**config.mk**
```make
export PLATFORM = sky130hd
export DESIGN_NAME = awb_div
export DESIGN_NICKNAME = d
export VERILOG_FILES = /design/src/rtl/awb_pkg.sv /design/src/rtl/awb_div_cell.sv /design/src/rtl/awb_div.sv
export SDC_FILE = /design/constraint.sdc
export NUM_CORES = 2
export LEC_CHECK = 0
export BUFFER_PORTS_ARGS = -buffer_cell sky130_fd_sc_hd__buf_2
export CAP_MARGIN = 25
export CORE_MARGIN = 10
export CORE_UTILIZATION = 61
export DETAILED_ROUTE_END_ITERATION = 8
export PLACE_DENSITY = 0.82
export SYNTH_ARGS = -nofsm -noshare
export SYNTH_HDL_FRONTEND = slang
export SYNTH_SLANG_ARGS = --single-unit
export TNS_END_PERCENT = 50
```
**constraint.sdc**
```tcl
create_clock -name clk -period 3.6 [get_ports clk]
set_clock_uncertainty 0.05 [all_clocks]
set_input_delay 0.18 -clock clk [delete_from_list [all_inputs] [get_ports clk]]
set_output_delay 0.18 -clock clk [all_outputs]
set_load 0.005 [all_outputs]
```
**src/rtl/awb_pkg.sv**
```systemverilog
// Shared types and constants for the white-balance gain calculator.
package awb_pkg;

    localparam int GainW    = 16;
    localparam int DvdW     = 25;
    localparam int DivSteps = DvdW;
    localparam int Latency  = 2 * DivSteps + 1;

    localparam logic [GainW-1:0] UnityGain = 16'h0100;
    localparam logic [GainW-1:0] RatioOne  = 16'd512;
    localparam logic [DvdW-1:0]  GreenDvd  = 25'd131072;

    localparam logic [1:0] StatOk      = 2'd0;
    localparam logic [1:0] StatZeroArg = 2'd1;
    localparam logic [1:0] StatZeroCor = 2'd2;

    localparam logic AddrGoldRed  = 1'b0;
    localparam logic AddrGoldBlue = 1'b1;

    typedef struct packed {
        logic [1:0]       status;
        logic [GainW-1:0] r;
        logic [GainW-1:0] b;
    } side_t;

    typedef struct packed {
        logic             valid;
        logic [GainW-1:0] rem;
        logic [DvdW-1:0]  dq;
        logic [GainW-1:0] dvs;
        side_t            side;
    } div_stage_t;

endpackage

```
**src/rtl/awb_div_cell.sv**
```systemverilog
// One restoring division step: one quotient bit per cell.
module awb_div_cell (
    input  logic                clk,
    input  logic                rst_n,
    input  awb_pkg::div_stage_t stage_in,
    output awb_pkg::div_stage_t stage_out
);

    logic [awb_pkg::GainW:0]   cand;
    logic [awb_pkg::GainW+1:0] diff;
    logic                      ge;
    logic                      valid_reg;
    awb_pkg::div_stage_t       data_reg;
    awb_pkg::div_stage_t       data_next;

    assign cand = {stage_in.rem, stage_in.dq[awb_pkg::DvdW-1]};
    assign diff = {1'b0, cand} - {2'b00, stage_in.dvs};
    assign ge   = !diff[awb_pkg::GainW+1];

    always_comb
    begin
        data_next       = stage_in;
        data_next.rem   = ge ? diff[awb_pkg::GainW-1:0] : cand[awb_pkg::GainW-1:0];
        data_next.dq    = {stage_in.dq[awb_pkg::DvdW-2:0], ge};
    end

    always_ff @(posedge clk or negedge rst_n)
    begin
        if (!rst_n)
        begin
            valid_reg <= 1'b0;
        end
        else
        begin
            valid_reg <= stage_in.valid;
        end
    end

    always_ff @(posedge clk)
    begin
        data_reg <= data_next;
    end

    always_comb
    begin
        stage_out       = data_reg;
        stage_out.valid = valid_reg;
    end

endmodule

```
**src/rtl/awb_div.sv**
```systemverilog
// Pipelined divider: a row of division cells, one beat per cycle.
module awb_div (
    input  logic                          clk,
    input  logic                          rst_n,
    input  logic                          in_valid,
    input  logic [awb_pkg::DvdW-1:0]      dividend,
    input  logic [awb_pkg::GainW-1:0]     divisor,
    input  awb_pkg::side_t                side_in,
    output logic                          out_valid,
    output logic [awb_pkg::DvdW-1:0]      quotient,
    output awb_pkg::side_t                side_out
);

    awb_pkg::div_stage_t stg [0:awb_pkg::DivSteps];

    always_comb
    begin
        stg[0].valid = in_valid;
        stg[0].rem   = '0;
        stg[0].dq    = dividend;
        stg[0].dvs   = divisor;
        stg[0].side  = side_in;
    end

    for (genvar i = 0; i < awb_pkg::DivSteps; i++)
    begin : g_cell
        awb_div_cell u_cell (
            .clk       (clk),
            .rst_n     (rst_n),
            .stage_in  (stg[i]),
            .stage_out (stg[i+1])
        );
    end

    assign out_valid = stg[awb_pkg::DivSteps].valid;
    assign quotient  = stg[awb_pkg::DivSteps].dq;
    assign side_out  = stg[awb_pkg::DivSteps].side;

endmodule

```
==> flow_metrics.tcl <==
set metrics [dict create \
    yosys.area.top_type_share_pct 65.77 \
    track_usage_pct 18.38 \
    stdcell_area_sq_um 79520 \
    syn_area_sq_um 68280 \
    fin_cells 7722 \
    antenna_found_initial 0 \
    syn_area_per_cell_sq_um 12.20 \
    dp.cells 7198 \
    firstDrtPassIters 5 \
    post_synth_edffs 0 \
    synth.area.top_cells "sky130_fd_sc_hd__dfxtp_1, sky130_fd_sc_hd__ha_1, sky130_fd_sc_hd__inv_1" \
    cts_resized 0 \
    status "completed" \
    timing.max_slew.rel_slack_pct 41.15 \
    setup-violations-final 0 \
    initial_utilization_pct 61.53 \
    yosysTopAreaCell "sky130_fd_sc_hd__dfxtp_1" \
    final_nets 6555 \
    yosys.cell_types.count 90 \
    per_cell_routed_wire_length_um 15.15 \
    crit_path_cells "inv_1 -> ha_1 -> nand3_1 -> a21oi_1 -> o31ai_1 -> o31a_1 -> o211ai_2 -> buf_4 -> nor2_1 -> a21oi_1" \
    achievable-frequency_mhz 315.7 \
    ctsHoldBuffers 152 \
    die_height_um 354.6 \
    post_route_cells_drive_above_1_share_pct 11.98 \
    power_density_nw_per_um2 953.6 \
    crit_path_start_kind "flip-flop" \
    wire_length_of_the_first_global_routing_pass_um 193000 \
    final_hold_viol_count 0 \
    timing.final.crit_share_pct 88.00 \
    power_mw 75.82 \
    globalRouteOverflowTotal 0 \
    synth_cell_count_leaders "sky130_fd_sc_hd__dfxtp_1, sky130_fd_sc_hd__inv_1, sky130_fd_sc_hd__ha_1" \
    routabilityCongestion 0.8701 \
    irDropWorstVdd_v 0.0005726 \
    routed_wl_um 117000 \
    detailed_place.area_sq_um 70790 \
    worst_pin_slew_ps 882.7 \
    vias 39171 \
    critical_path.reg2reg.startpoint "g_cell[8].u_cell.stage_out[36]" \
    synthesized_instance_count 5598 \
    dp.final_hpwl_um 75880 \
    route.detailed.drc 0 \
    clk_latency_ps 810 \
    synthesis.yosys.warnings 0 \
    p_leak_nw 35.46 \
    design.die.area_sq_um 125700 \
    critical_path.max_fanout 14 \
    antenna_cells_inserted 0 \
    worstHoldPathType "in -> reg" \
    clock-root-buffer "sky130_fd_sc_hd__clkbuf_16" \
    io_buffers 137 \
    ys.flop_type "sky130_fd_sc_hd__dfxtp_1" \
    die_width_um 354.6 \
    tritoncts_num_sinks 2268 \
    postSynthRegisterBits 2268 \
    path_clk_slew_ps 70 \
    grt_setup_unrepaired "false" \
    critPathSlowestCell "sky130_fd_sc_hd__o211ai_2" \
    final.setup.tns_ps 0 \
    crit_path_frequent_cell "sky130_fd_sc_hd__a21oi_1" \
    synth.most_common_cell "sky130_fd_sc_hd__dfxtp_1" \
    cts_tree "built" \
    endpoint_kind "flip-flop" \
    yosysSeqAreaShare_pct 66.68 \
    first_global_vias 40023 \
    syn2layout_area_growth_pct 16.46 \
    largest_register_ffs 2243 \
    slew_viol_final 0 \
    cts_buffer_depth 3 \
    synth_async_sr_flop_share_pct 1.102 \
    cp.arrival_ps 3840 \
    holdCritStartpoint "divisor[1]" \
    std_cell_rows 122 \
    cts.repair_timing.setup_buffer_count 0 \
    drt_iter0_drc 2037 \
    num-fill-cells 7363 \
    number_of_primary_i_o_pins 138 \
    maximum_number_of_pins_on_one_net_before_global_route_repair 29 \
    critical_path_max_stage_delay_ps 730 \
    period_minus_slack_ps 3168 \
    via_per_inst 5.073 \
    core_region_area_sq_um 111000 \
    cts_made_buffers 204 \
    maximum_capacitance_violations 0 \
    path_class "reg -> reg" \
    worst_ep_required_time_ps 4270 \
    critical_path.startpoint "g_cell[8].u_cell.stage_out[36]" \
    drt.antenna.violating_nets 0 \
    htree_num_levels 4 \
]
worst max-delay path: cells and delay by family, from the launching register on:
family	cells	cell delay [ps]
AOI/OAI and AO/OA	5	1680
DFF	1	430
adders and majority gates	1	400
buffers and inverters	2	350
and+or+nand+nor	2	160
report_power, final:
group          switching (mW)  internal, mW  leakage [nW]  total, mW
combinational            11.4          10.2          12.8       21.6
clock                    9.18          13.2          3.48       22.4
sequential               2.16          29.7          19.2       31.9
placed cells by master, fill, tap and decap left out, types with 24 or more instances in the layout:
cell | Yosys | final
sky130_fd_sc_hd__xnor2_1 | 149 | 149
sky130_fd_sc_hd__o21a_1 | 80 | 80
sky130_fd_sc_hd__dfrtp_1 | 25 | 25
sky130_fd_sc_hd__buf_2 | 19 | 137
sky130_fd_sc_hd__dfxtp_1 | 2243 | 2243
sky130_fd_sc_hd__nor3_1 | 58 | 58
sky130_fd_sc_hd__xor2_1 | 84 | 84
sky130_fd_sc_hd__and3_1 | 39 | 39
sky130_fd_sc_hd__clkinv_2 | 0 | 28
sky130_fd_sc_hd__a21oi_1 | 339 | 339
sky130_fd_sc_hd__clkbuf_1 | 34 | 29
sky130_fd_sc_hd__inv_1 | 505 | 505
sky130_fd_sc_hd__clkbuf_8 | 0 | 46
sky130_fd_sc_hd__o31a_1 | 25 | 25
sky130_fd_sc_hd__nor2_1 | 281 | 281
sky130_fd_sc_hd__o21ai_0 | 229 | 229
sky130_fd_sc_hd__nand2b_1 | 36 | 36
sky130_fd_sc_hd__mux2_2 | 146 | 146
sky130_fd_sc_hd__bufinv_16 | 0 | 24
sky130_fd_sc_hd__buf_4 | 4 | 31
sky130_fd_sc_hd__o211ai_1 | 28 | 28
sky130_fd_sc_hd__a211oi_1 | 46 | 46
sky130_fd_sc_hd__nand3_1 | 48 | 48
sky130_fd_sc_hd__a21o_1 | 94 | 94
sky130_fd_sc_hd__dlygate4sd3_1 | 0 | 152
sky130_fd_sc_hd__ha_1 | 385 | 385
sky130_fd_sc_hd__nand2_1 | 230 | 230
sky130_fd_sc_hd__a31oi_1 | 27 | 27
sky130_fd_sc_hd__nor2b_1 | 66 | 66
sky130_fd_sc_hd__clkbuf_16 | 0 | 204
metal layers:
metal,wire (um),GRT usage [%]
met1,50610,21.95
met2,56640,31.99
met3,5456,3.649
met4,4287,8.004
met5,0,0
worst paths after layout:
kind / slack (ps) / cells after the start / to
max in group asynchronous: 2790 / 4 / g_cell[7].u_cell.valid_reg
min in group asynchronous: 320 / 3 / g_cell[2].u_cell.valid_reg
min: 170 / 2 / g_cell[0].u_cell.stage_out[35]
min reg2reg: 240 / 0 / g_cell[17].u_cell.stage_out[33]
max reg2reg: 430 / 10 / g_cell[9].u_cell.stage_out[77]
max: 430 / 10 / g_cell[9].u_cell.stage_out[77]
cell type report:
type,instances,area [sq um],area share (%)
Clock buffer,279,5847,7.353
Clock inverter,92,1334,1.677
Inverter,509,1911,2.403
Multi-Input combinational cell,2765,20570,25.86
Sequential cell,2268,45530,57.26
Tap cell,1488,1862,2.341
Timing Repair Buffer,321,2467,3.103
per-stage QoR:
| step | worst slack [ps] | hold slack [ps] | util [%] |
|---|---|---|---|
| 2_1_floorplan | 973.4 | -165.6 | - |
| 3_3_place_gp | 635.5 | 120.9 | 63.79 |
| 3_5_place_dp | 603.9 | 132.0 | 63.79 |
| 4_1_cts | 524.5 | 66.97 | 71.63 |
| 5_1_grt | 228.9 | 118.1 | 71.65 |
| 6_report | 432.1 | 169.8 | 71.65 |
kinds of logic after synthesis:
family / synth area share [%]
other cells: 0.005492
mux: 3.033
buf+inv: 3.229
fa+ha+maj: 7.730
compound gates: 10.35
xor+xnor: 2.989
simple gates: 5.985
flops: 66.68
No activity file was read; power rests on OpenSTA's default activity.
